File: src/hdl/rans_nibble_decoder_unit_macros.svh
// Assertion macros for the rANS nibble decoder RTL.
// Included by files that carry concurrent assertions; no other dependencies.
`ifndef RANS_NIBBLE_DECODER_UNIT_MACROS_SVH
`define RANS_NIBBLE_DECODER_UNIT_MACROS_SVH

`ifndef ASSERT_OFF
`define RND_ASSERT(lbl, clk, rst_n, prop) \
  lbl: assert property (@(posedge clk) disable iff (!rst_n) (prop)) \
    else $error("assertion failed");
`define RND_ASSERT_NEXT(lbl, clk, rst_n, ante, cons) \
  lbl: assert property (@(posedge clk) disable iff (!rst_n) (ante) |=> (cons)) \
    else $error("assertion failed");
`else
`define RND_ASSERT(lbl, clk, rst_n, prop)
`define RND_ASSERT_NEXT(lbl, clk, rst_n, ante, cons)
`endif

`endif

File: src/hdl/rnd_pkg.sv
// Shared types, constants and helper functions of the rANS nibble decoder.
// No dependencies; used by the interfaces and all modules.
package rnd_pkg;

  localparam int unsigned SymCount  = 16;
  localparam int unsigned HalfCount = 8;
  localparam int unsigned FreqW     = 8;
  localparam int unsigned StateW    = 16;
  localparam int unsigned SymW      = 4;
  localparam int unsigned CfgIdxW   = 2;
  localparam int unsigned CfgDataW  = 64;

  localparam logic [CfgIdxW-1:0] CFG_FREQ_LO = 2'd0;
  localparam logic [CfgIdxW-1:0] CFG_FREQ_HI = 2'd1;

  localparam logic CMD_LOAD   = 1'b0;
  localparam logic CMD_DECODE = 1'b1;

  localparam logic [SymW-1:0] SYM_BIAS = 4'd8;

  typedef struct packed {
    logic              cmd;
    logic [StateW-1:0] load_value;
    logic [FreqW-1:0]  next_byte;
    logic              byte_valid;
  } in_item_t;

  typedef struct packed {
    logic signed [SymW-1:0] symbol;
    logic                   byte_used;
    logic [StateW-1:0]      coder_state;
  } out_item_t;

  typedef struct packed {
    logic [SymCount-1:0][FreqW-1:0] freq;
    logic [SymCount-1:0][FreqW-1:0] cum;
  } freq_tbl_t;

  // Exclusive running sums of eight frequencies; entry HalfCount is the total.
  function automatic logic [HalfCount:0][FreqW-1:0] prefix_sums(
    input logic [CfgDataW-1:0] word
  );
    logic [HalfCount:0][FreqW-1:0] acc;
    acc[0] = '0;
    for (int i = 0; i < HalfCount; i++) begin
      acc[i+1] = acc[i] + word[i*FreqW +: FreqW];
    end
    return acc;
  endfunction

endpackage

File: src/hdl/rnd_in_if.sv
// Input item channel of the rANS nibble decoder.
// Depends on rnd_pkg for field widths.
interface rnd_in_if;
  logic                           valid;
  logic                           ready;
  logic                           cmd;
  logic [rnd_pkg::StateW-1:0]     load_value;
  logic [rnd_pkg::FreqW-1:0]      next_byte;
  logic                           byte_valid;

  modport source (output valid, cmd, load_value, next_byte, byte_valid, input ready);
  modport sink   (input valid, cmd, load_value, next_byte, byte_valid, output ready);
endinterface

File: src/hdl/rnd_out_if.sv
// Result item channel of the rANS nibble decoder.
// Depends on rnd_pkg for field widths.
interface rnd_out_if;
  logic                              valid;
  logic                              ready;
  logic signed [rnd_pkg::SymW-1:0]   symbol;
  logic                              byte_used;
  logic [rnd_pkg::StateW-1:0]        coder_state;

  modport source (output valid, symbol, byte_used, coder_state, input ready);
  modport sink   (input valid, symbol, byte_used, coder_state, output ready);
endinterface

File: src/hdl/rnd_cfg_if.sv
// Configuration write channel of the rANS nibble decoder.
// Depends on rnd_pkg for index and data widths.
interface rnd_cfg_if;
  logic                          valid;
  logic                          ready;
  logic [rnd_pkg::CfgIdxW-1:0]   index;
  logic [rnd_pkg::CfgDataW-1:0]  data;

  modport source (output valid, index, data, input ready);
  modport sink   (input valid, index, data, output ready);
endinterface

File: src/hdl/rnd_freq_table.sv
// Frequency registers and cumulative start table of the rANS nibble decoder.
// Depends on rnd_pkg; running sums of each half are registered on write.
module rnd_freq_table (
  input  logic                          clk_i,
  input  logic                          rst_ni,
  input  logic                          wr_en_i,
  input  logic [rnd_pkg::CfgIdxW-1:0]   wr_index_i,
  input  logic [rnd_pkg::CfgDataW-1:0]  wr_data_i,
  output rnd_pkg::freq_tbl_t            tbl_o
);
  import rnd_pkg::*;

  logic [CfgDataW-1:0]               freq_lo_q, freq_hi_q;
  logic [HalfCount-1:0][FreqW-1:0]   lo_cum_q, hi_rel_q;
  logic [FreqW-1:0]                  lo_total_q;
  logic [HalfCount:0][FreqW-1:0]     sums_d;

  assign sums_d = prefix_sums(wr_data_i);

  always_ff @(posedge clk_i or negedge rst_ni) begin
    if (!rst_ni) begin
      freq_lo_q  <= '0;
      freq_hi_q  <= '0;
      lo_cum_q   <= '0;
      hi_rel_q   <= '0;
      lo_total_q <= '0;
    end else if (wr_en_i) begin
      case (wr_index_i)
        CFG_FREQ_LO: begin
          freq_lo_q  <= wr_data_i;
          lo_cum_q   <= sums_d[HalfCount-1:0];
          lo_total_q <= sums_d[HalfCount];
        end
        CFG_FREQ_HI: begin
          freq_hi_q <= wr_data_i;
          hi_rel_q  <= sums_d[HalfCount-1:0];
        end
        default: ;
      endcase
    end
  end

  always_comb begin
    for (int s = 0; s < HalfCount; s++) begin
      tbl_o.freq[s]           = freq_lo_q[s*FreqW +: FreqW];
      tbl_o.freq[s+HalfCount] = freq_hi_q[s*FreqW +: FreqW];
      tbl_o.cum[s]            = lo_cum_q[s];
      tbl_o.cum[s+HalfCount]  = lo_total_q + hi_rel_q[s];
    end
  end
endmodule

File: src/hdl/rnd_decode_core.sv
// Decode datapath: symbol search, state update, renormalization.
// Depends on rnd_pkg; purely combinational.
module rnd_decode_core (
  input  logic [rnd_pkg::StateW-1:0]  state_i,
  input  rnd_pkg::in_item_t           item_i,
  input  rnd_pkg::freq_tbl_t          tbl_i,
  output rnd_pkg::out_item_t          result_o
);
  import rnd_pkg::*;

  logic [FreqW-1:0]  slot;
  logic [SymW-1:0]   sel;
  logic [FreqW-1:0]  sel_freq, sel_cum;
  logic [StateW-1:0] prod, ns;
  logic              renorm;

  always_comb begin
    slot     = state_i[FreqW-1:0];
    sel      = '0;
    sel_freq = tbl_i.freq[0];
    sel_cum  = '0;
    for (int s = 0; s < SymCount; s++) begin
      if (tbl_i.freq[s] != '0 && tbl_i.cum[s] <= slot) begin
        sel      = SymW'(s);
        sel_freq = tbl_i.freq[s];
        sel_cum  = tbl_i.cum[s];
      end
    end
    prod   = state_i[StateW-1:FreqW] * sel_freq;
    ns     = prod + {{(StateW-FreqW){1'b0}}, slot} - {{(StateW-FreqW){1'b0}}, sel_cum};
    renorm = (ns[StateW-1:FreqW] == '0) && item_i.byte_valid;

    if (item_i.cmd == CMD_LOAD) begin
      result_o.symbol      = '0;
      result_o.byte_used   = 1'b0;
      result_o.coder_state = item_i.load_value;
    end else begin
      result_o.symbol      = sel - SYM_BIAS;
      result_o.byte_used   = renorm;
      result_o.coder_state = renorm ? {ns[FreqW-1:0], item_i.next_byte} : ns;
    end
  end
endmodule

File: src/hdl/rans_nibble_decoder_unit.sv
// rANS nibble decoder top level: input register, decode datapath, result register.
// Depends on rnd_pkg, the channel interfaces, rnd_freq_table, rnd_decode_core and
// the assertion macro header.
//
// Takes one transaction per cycle, with no bubbles as long as results are taken.
// Each input is held in the input register, and its result in the result register,
// from which it is offered. While results are held off, two transactions wait
// in the input and result registers before the input stalls. The rate is set by the
// loop through the coder state register: one priority search over sixteen
// cumulative starts, one 8x8 multiply and the renormalization shift each cycle.
// Configuration writes are taken every cycle and apply to the next item.
`include "rans_nibble_decoder_unit_macros.svh"

module rans_nibble_decoder_unit (
  input  logic      clk_i,
  input  logic      rst_ni,
  rnd_in_if.sink    in_i,
  rnd_out_if.source out_o,
  rnd_cfg_if.sink   cfg_i
);
  import rnd_pkg::*;

  in_item_t          item_q;
  logic              item_valid_q;
  out_item_t         res_q, res_d;
  logic              res_valid_q;
  logic [StateW-1:0] state_q;
  freq_tbl_t         tbl;
  logic              advance, in_accept;

  assign cfg_i.ready = 1'b1;

  rnd_freq_table u_freq_table (
    .clk_i      (clk_i),
    .rst_ni     (rst_ni),
    .wr_en_i    (cfg_i.valid),
    .wr_index_i (cfg_i.index),
    .wr_data_i  (cfg_i.data),
    .tbl_o      (tbl)
  );

  rnd_decode_core u_decode_core (
    .state_i  (state_q),
    .item_i   (item_q),
    .tbl_i    (tbl),
    .result_o (res_d)
  );

  assign advance    = !res_valid_q || out_o.ready;
  assign in_i.ready = !item_valid_q || advance;
  assign in_accept  = in_i.valid && in_i.ready;

  always_ff @(posedge clk_i or negedge rst_ni) begin
    if (!rst_ni) begin
      item_valid_q <= 1'b0;
      res_valid_q  <= 1'b0;
      state_q      <= '0;
    end else begin
      if (in_accept) begin
        item_valid_q <= 1'b1;
      end else if (advance) begin
        item_valid_q <= 1'b0;
      end
      if (advance) begin
        res_valid_q <= item_valid_q;
        if (item_valid_q) begin
          state_q <= res_d.coder_state;
        end
      end
    end
  end

  always_ff @(posedge clk_i) begin
    if (in_accept) begin
      item_q.cmd        <= in_i.cmd;
      item_q.load_value <= in_i.load_value;
      item_q.next_byte  <= in_i.next_byte;
      item_q.byte_valid <= in_i.byte_valid;
    end
    if (advance && item_valid_q) begin
      res_q <= res_d;
    end
  end

  assign out_o.valid       = res_valid_q;
  assign out_o.symbol      = res_q.symbol;
  assign out_o.byte_used   = res_q.byte_used;
  assign out_o.coder_state = res_q.coder_state;

  `RND_ASSERT_NEXT(a_stall_holds_state, clk_i, rst_ni, res_valid_q && !out_o.ready, $stable(state_q))
  `RND_ASSERT_NEXT(a_result_matches_state, clk_i, rst_ni, advance && item_valid_q, res_valid_q && res_q.coder_state == state_q)
  `RND_ASSERT(a_load_clears_flags, clk_i, rst_ni, !(item_valid_q && item_q.cmd == CMD_LOAD) || (res_d.symbol == '0 && !res_d.byte_used))
endmodule

File: src/flat_wrapper.sv
// flat-port wrapper written by rule: the top's interface ports become plain ports
module rans_nibble_decoder_unit_flat import rnd_pkg::*;
  (clk_i, rst_ni, in_i_valid, in_i_cmd, in_i_load_value, in_i_next_byte, in_i_byte_valid, in_i_ready, out_o_valid, out_o_symbol, out_o_byte_used, out_o_coder_state, out_o_ready, cfg_i_valid, cfg_i_index, cfg_i_data, cfg_i_ready);
  rnd_in_if in_i_i ();
  rnd_out_if out_o_i ();
  rnd_cfg_if cfg_i_i ();
  input  logic clk_i;
  input  logic rst_ni;
  input wire logic [$bits(in_i_i.valid)-1:0] in_i_valid;
  input wire logic [$bits(in_i_i.cmd)-1:0] in_i_cmd;
  input wire logic [$bits(in_i_i.load_value)-1:0] in_i_load_value;
  input wire logic [$bits(in_i_i.next_byte)-1:0] in_i_next_byte;
  input wire logic [$bits(in_i_i.byte_valid)-1:0] in_i_byte_valid;
  output wire logic [$bits(in_i_i.ready)-1:0] in_i_ready;
  output wire logic [$bits(out_o_i.valid)-1:0] out_o_valid;
  output wire logic [$bits(out_o_i.symbol)-1:0] out_o_symbol;
  output wire logic [$bits(out_o_i.byte_used)-1:0] out_o_byte_used;
  output wire logic [$bits(out_o_i.coder_state)-1:0] out_o_coder_state;
  input wire logic [$bits(out_o_i.ready)-1:0] out_o_ready;
  input wire logic [$bits(cfg_i_i.valid)-1:0] cfg_i_valid;
  input wire logic [$bits(cfg_i_i.index)-1:0] cfg_i_index;
  input wire logic [$bits(cfg_i_i.data)-1:0] cfg_i_data;
  output wire logic [$bits(cfg_i_i.ready)-1:0] cfg_i_ready;
  assign in_i_i.valid = in_i_valid;
  assign in_i_i.cmd = in_i_cmd;
  assign in_i_i.load_value = in_i_load_value;
  assign in_i_i.next_byte = in_i_next_byte;
  assign in_i_i.byte_valid = in_i_byte_valid;
  assign in_i_ready = in_i_i.ready;
  assign out_o_valid = out_o_i.valid;
  assign out_o_symbol = out_o_i.symbol;
  assign out_o_byte_used = out_o_i.byte_used;
  assign out_o_coder_state = out_o_i.coder_state;
  assign out_o_i.ready = out_o_ready;
  assign cfg_i_i.valid = cfg_i_valid;
  assign cfg_i_i.index = cfg_i_index;
  assign cfg_i_i.data = cfg_i_data;
  assign cfg_i_ready = cfg_i_i.ready;
  rans_nibble_decoder_unit u_core (.clk_i(clk_i), .rst_ni(rst_ni), .in_i(in_i_i), .out_o(out_o_i), .cfg_i(cfg_i_i));
endmodule
File: config.mk
export PLATFORM = sky130hd
export DESIGN_NAME = rans_nibble_decoder_unit_flat
export DESIGN_NICKNAME = d
export VERILOG_FILES = /design/src/hdl/rnd_pkg.sv /design/src/hdl/rnd_in_if.sv /design/src/hdl/rnd_out_if.sv /design/src/hdl/rnd_cfg_if.sv /design/src/hdl/rnd_freq_table.sv /design/src/hdl/rnd_decode_core.sv /design/src/hdl/rans_nibble_decoder_unit.sv /design/src/flat_wrapper.sv
export VERILOG_INCLUDE_DIRS = /design/src /design/src/hdl
export SDC_FILE = /design/constraint.sdc
export NUM_CORES = 1
export LEC_CHECK = 0
export BUFFER_PORTS_ARGS = -buffer_cell sky130_fd_sc_hd__buf_4
export CORE_ASPECT_RATIO = 0.5
export CORE_MARGIN = 2
export CORE_UTILIZATION = 55
export CTS_BUF_LIST = sky130_fd_sc_hd__clkbuf_2 sky130_fd_sc_hd__clkbuf_4 sky130_fd_sc_hd__clkbuf_8
export DETAILED_ROUTE_END_ITERATION = 6
export GPL_TIMING_DRIVEN = 0
export PLACE_DENSITY = 0.76
export SLEW_MARGIN = 15
export SYNTH_ARGS = -nofsm -noshare
export SYNTH_HDL_FRONTEND = slang
export SYNTH_SLANG_ARGS = --single-unit
File: constraint.sdc
create_clock -name clk_i -period 9.4 [get_ports clk_i]
set_input_delay 1.41 -clock clk_i [delete_from_list [all_inputs] [get_ports clk_i]]
set_output_delay 1.41 -clock clk_i [all_outputs]
set_load 0.01 [all_outputs]
---- After elaboration in Yosys (flattened, before gate mapping) ----
Cells that the tools add are included.
cells by class
  shifts and indexed selects .............. 0
  div/mod/pow operators ................... 0
  muxes and demuxes ....................... 49
  $mul .................................... 1
  eq/ne operators ......................... 1
  reductions and logical operators ........ 43
  $lt $le $gt $ge ......................... 15
  add/sub/neg operators ................... 17
  bitwise logic cells ..................... 0
operators with widths
  kind                                            count
  2-to-1 mux 8 bit                                30
  less-or-equal comparator 8 bit                  15
  nonzero test 8 bit                              15
  adder 8 bit                                     14
  2-to-1 mux 4 bit                                14
  2-to-1 mux 16 bit                               2
  logical AND 1 bit                               18
  adder 16 x 8 -> 16 bit                          1
  multiplier 8 x 8 -> 16 bit                      1
  subtractor 16 x 8 -> 16 bit                     1
  zero test 8 bit                                 1
  AND reduction 2 bit                             3
  subtractor 4 bit (second input constant)        1
  2-to-1 mux 1 bit                                3
  == test 2 x 1 -> 1 bit (second input constant)  1
  zero test 1 bit                                 2
  zero test 2 bit                                 1
  logical OR 1 bit                                2
  nonzero test 2 bit                              1
storage, ports and cells
  register bits after elaboration ......... 313
  memory bits (writable) .................. 0
  memories kept ........................... 0
  word-level logic and storage cells ...... 153
  input port bits ......................... 97
  bits in latches ......................... 0
  bits in read-only memories .............. 0

---- Longest topological paths before layout ----
  word-level depth ........................ 24
  gate-level depth with buffers ........... 40
  depth with buffers taken out ............ 38

---- By module ----
From an unflattened synthesis, not the netlist that was laid out.
unflattened totals
  cell total of the unflattened synthesis .. 2653
  area, all modules ....................... 24099.4 µm²
by module, submodules not included
  module                    instances  seq. area each (µm²)  cells an instance  area an instance (µm²)
  rnd_freq_table            1          5805.6                1303               12732.2
  rnd_decode_core           1          0.0                   1259               9203.8
  rans_nibble_decoder_unit  1          1861.8                91                 2163.3

---- Least setup slack after synthesis ----
OpenSTA, ideal clock, no wires.
  path type ............................... register to register
  from .................................... register u_core.u_freq_table.lo_total_q[1]
  to ...................................... register u_core.res_q (netlist bit u_core.out_o.coder_state[0]), data pin
  path slack .............................. -0.740 ns
  path buffers ............................ 1
  required time ........................... 9.130 ns
  period minus slack after synthesis ...... 10.140 ns
  arrival ................................. 9.870 ns
  setup time .............................. 0.270 ns
  stages on the path, launching flop included .. 35
  cells stage by stage .................... dfrtp_1 -> ha_1 -> a21o_1 -> a21oi_1 -> o21ai_0 -> a2111oi_0 -> or3_1 -> xnor2_1 -> ha_1 -> nand3_1 -> o21bai_1 -> a211oi_1 -> nor3_1 -> a2111o_1 -> a221o_1 -> a31o_2 -> a41oi_1 -> fa_1 -> fa_1 -> inv_1 -> fa_1 -> fa_1 -> inv_1 -> fa_1 -> inv_1 -> ha_1 -> or4_1 -> a21oi_2 -> nor3_1 -> a2111oi_2 -> or4b_4 -> nor4_4 -> buf_6 -> mux2i_1 -> a21oi_1
RTL lines
  what                      RTL line                        RTL
  start: declaration        rnd_freq_table.sv:15            logic [FreqW-1:0] lo_total_q;
  start signal: assignment  rnd_freq_table.sv:32            lo_total_q <= sums_d[HalfCount];
  end signal: assignment    rans_nibble_decoder_unit.sv:81  res_q <= res_d;
  end: declaration          rans_nibble_decoder_unit.sv:25  out_item_t res_q, res_d;

==> flow_metrics.env <==
export IMPL_grt_pass1_wl_mm=139
export IMPL_syn_area_per_cell_um2=8.95
export IMPL_r2r_start="u_core.u_freq_table.lo_total_q[1]"
export IMPL_final_common_cell="nand2_1"
export IMPL_cts_tree="done"
export IMPL_fin_ws_ps=-644
export IMPL_cts_htree_levels=2
export IMPL_critical_path_buf_inv_count=9
export IMPL_cap_violations=0
export IMPL_numPortBuffers=119
export IMPL_antenna_left=0
export IMPL_initial_utilization=0.558
export IMPL_synth_compound_area_frac=0.190
export IMPL_clk_latency_ps=650
export IMPL_yosys_area_share_simple=0.157
export IMPL_synth_seq_cells=297
export IMPL_grt_max_degree=101
export IMPL_worst_pin_slew_ps=1210
export IMPL_yosys_mux_area_fraction=0.0393
export IMPL_grt_usage=0.432
export IMPL_synth_xor_area_share=0.0407
export IMPL_cp_slowest_stage_delay_ps=900
export IMPL_synth_cell_types=86
export IMPL_clk_pin_slew_worst_paths_ps=70
export IMPL_crit_path_start="u_core.u_freq_table.lo_total_q[1]"
export IMPL_place_congestion=1.03
export IMPL_dpl_worst_slack_ps=-2360
export IMPL_netlist_area_mm2=0.0235
export IMPL_drc=0
export IMPL_syn_nets=3060
export IMPL_hold_violations=0
export IMPL_cts_hold_buf=0
export IMPL_cts_root_buf="clkbuf_8"
export IMPL_hold_worst_slack_ps=492
export IMPL_drt_iter0_markers=2741
export IMPL_die_x_um=296
export IMPL_outcome="finished with violations"
export IMPL_synth_edf_count=47
export IMPL_cpLargestDelayFamily="compound AO/OA/AOI/OAI gates"
export IMPL_routed_wl_met3_mm=12.1
export IMPL_period_needed_ps=10040
export IMPL_fin_util=0.678
export IMPL_num_nets_final=3333
export IMPL_core_mm2=0.0421
export IMPL_synth_area_top_cells="dfrtp_1, ha_1, nand2_1, edfxtp_1, fa_1"
export IMPL_yosysTopAreaCell="dfrtp_1"
export IMPL_slew_viol_final=0
export IMPL_fp_dieH_um=150
export IMPL_drt_met1_wl_mm=38.8
export IMPL_drive_gt1_frac=0.206
export IMPL_relSlewSlack=0.195
export IMPL_finalWirelength_mm=96.4
export IMPL_synthAdderAreaFrac=0.199
export IMPL_cp_start_kind="flop"
export IMPL_fmax_ghz=0.0996
export IMPL_clock_path_buffers=3
export IMPL_drtPass1Iterations=7
export IMPL_syn2layout_area_growth_pct=21.4
export IMPL_worst_setup_path_end_kind="flop"
export IMPL_grt_ovfl_total=0
export IMPL_synth_seq_area_share=0.326
export IMPL_rows=53
export IMPL_finalSetupViolCount=33
export IMPL_skew_ps=31.9
export IMPL_rsz0062_at_grt="yes"
export IMPL_worstHoldPathType="reg2reg"
export IMPL_dieArea_mm2=0.0445
export IMPL_yosys_warnings=0
export IMPL_critPathMaxFanout=8
export IMPL_fin_crit_sh=1.07
export IMPL_antenna_found_initial=3
export IMPL_syn_instance_count=2627
export IMPL_grt_pass1_vias=21900
export IMPL_yosysTopAreaCellShare=0.266
export IMPL_required_ps=9760
export IMPL_synth_top_family_by_area="adder cells"
export IMPL_numCtsBuffers=47
export IMPL_async_flop_share=0.842
export IMPL_maxUsedRoutingLayer="met4"
export IMPL_via_count=22800
export IMPL_clock_sinks=297
export IMPL_wl_met2_mm=40.3
export IMPL_vias_per_cell=6.47
export IMPL_num_fill_cells=3385
export IMPL_final_cell_mix="nand2_1, ha_1, dfrtp_1"
export IMPL_avgRoutedWirePerCell_um=27.4
export IMPL_synth_flop_cell="dfrtp_1"
export IMPL_cpMaxStageDelayCell="a311oi_1"
export IMPL_dp_hpwl_mm=72.8
export IMPL_failed_checks="negative setup slack"
export IMPL_worstSetupPathType="reg2reg"
export IMPL_critPathArrivalTime_ps=10410
export IMPL_io_pins=121
export IMPL_worstHoldStart="u_core.item_valid_q"
-- final timing paths --
check | cells after the start | endpoint | slack, ps
max in group asynchronous | 3 | u_core.state_q[0] | 7170
min reg2reg | 1 | u_core.out_o.valid | 490
min | 1 | u_core.out_o.valid | 490
max | 39 | u_core.out_o.coder_state[1] | -640
max reg2reg | 39 | u_core.out_o.coder_state[1] | -640
min in group asynchronous | 1 | u_core.u_freq_table.freq_hi_q[0] | 790
-- cells in the mapped netlist (14+ instances only) --
cell type,count
a211oi_1,26
a21o_1,53
a21oi_1,141
a31oi_1,18
and3_1,24
clkbuf_1,84
dfrtp_1,250
edfxtp_1,47
fa_1,63
ha_1,273
inv_1,199
mux2_2,67
mux2i_1,17
nand2_1,410
nand2b_1,17
nand3_1,78
nor2_1,138
nor2b_1,19
nor3_1,39
nor4_1,28
o2111ai_1,16
o211ai_1,18
o21a_1,18
o21ai_0,198
o21bai_1,21
or3_1,14
xnor2_1,70
xor2_1,34
-- per-layer routing --
layer / vias to the layer above / track usage
met1: 11100 / 0.563
met4: 0 / 0.186
met2: 1399 / 0.650
met3: 331 / 0.154
met5: - / 0
li1: 9965 / -
-- cell type report --
cell class | count | area [µm²] | share of cell area
Sequential cell | 297 | 7690 | 0.269
Clock inverter | 22 | 268 | 0.00938
Tap cell | 577 | 722 | 0.0253
Antenna cell | 2 | 5.00 | 0.000175
Multi-Input combinational cell | 2031 | 15900 | 0.557
Inverter | 200 | 759 | 0.0266
Clock buffer | 65 | 838 | 0.0294
Buffer | 98 | 455 | 0.0160
Timing Repair Buffer | 225 | 1900 | 0.0665
-- sequential cells by signal, indices dropped and copies added, names as in the netlist --
register,cells
u_core.state_q,16
u_core.out_o.byte_used,1
u_core.item_q,26
u_core.u_freq_table.lo_total_q,8
u_core.u_freq_table.hi_rel_q,48
u_core.out_o.valid,1
u_core.out_o.coder_state,16
u_core.item_valid_q,1
u_core.out_o.symbol,4
u_core.u_freq_table.freq_hi_q,64
u_core.u_freq_table.tbl_o,48
u_core.u_freq_table.freq_lo_q,64
-- cell families (layout without fill, tap and decap cells) --
kind of cell	count (synthesis)	after routing
AO/OA/AOI/OAI	684	684
XOR/XNOR	106	106
adder cells (fa/ha/maj)	336	336
buffers and inverters	299	610
flip-flops	297	297
multiplexers	84	84
other	1	3
AND/OR/NAND/NOR	820	820
-- stage by stage --
stage	instances	cell area, µm²	TNS [ps]
final	3517	28500	-16850
after global routing	3515	28500	-23900
after CTS	3487	28000	-10630
after detailed placement	3326	25500	-70410
after global placement	3323	25300	-88290
after floorplan	2627	23700	0
-- timing repair --
item                                    4_1_cts  5_1_grt
resized for setup                           174       70
pin swaps                                    58       37
gates cloned                                  0        0
endpoints found under the setup margin       33       33
buffers inserted                             75       28
Power is left out: the tool's default activity adds up to more than one toggle a clock period on the data nets, which glitch-free logic cannot reach.
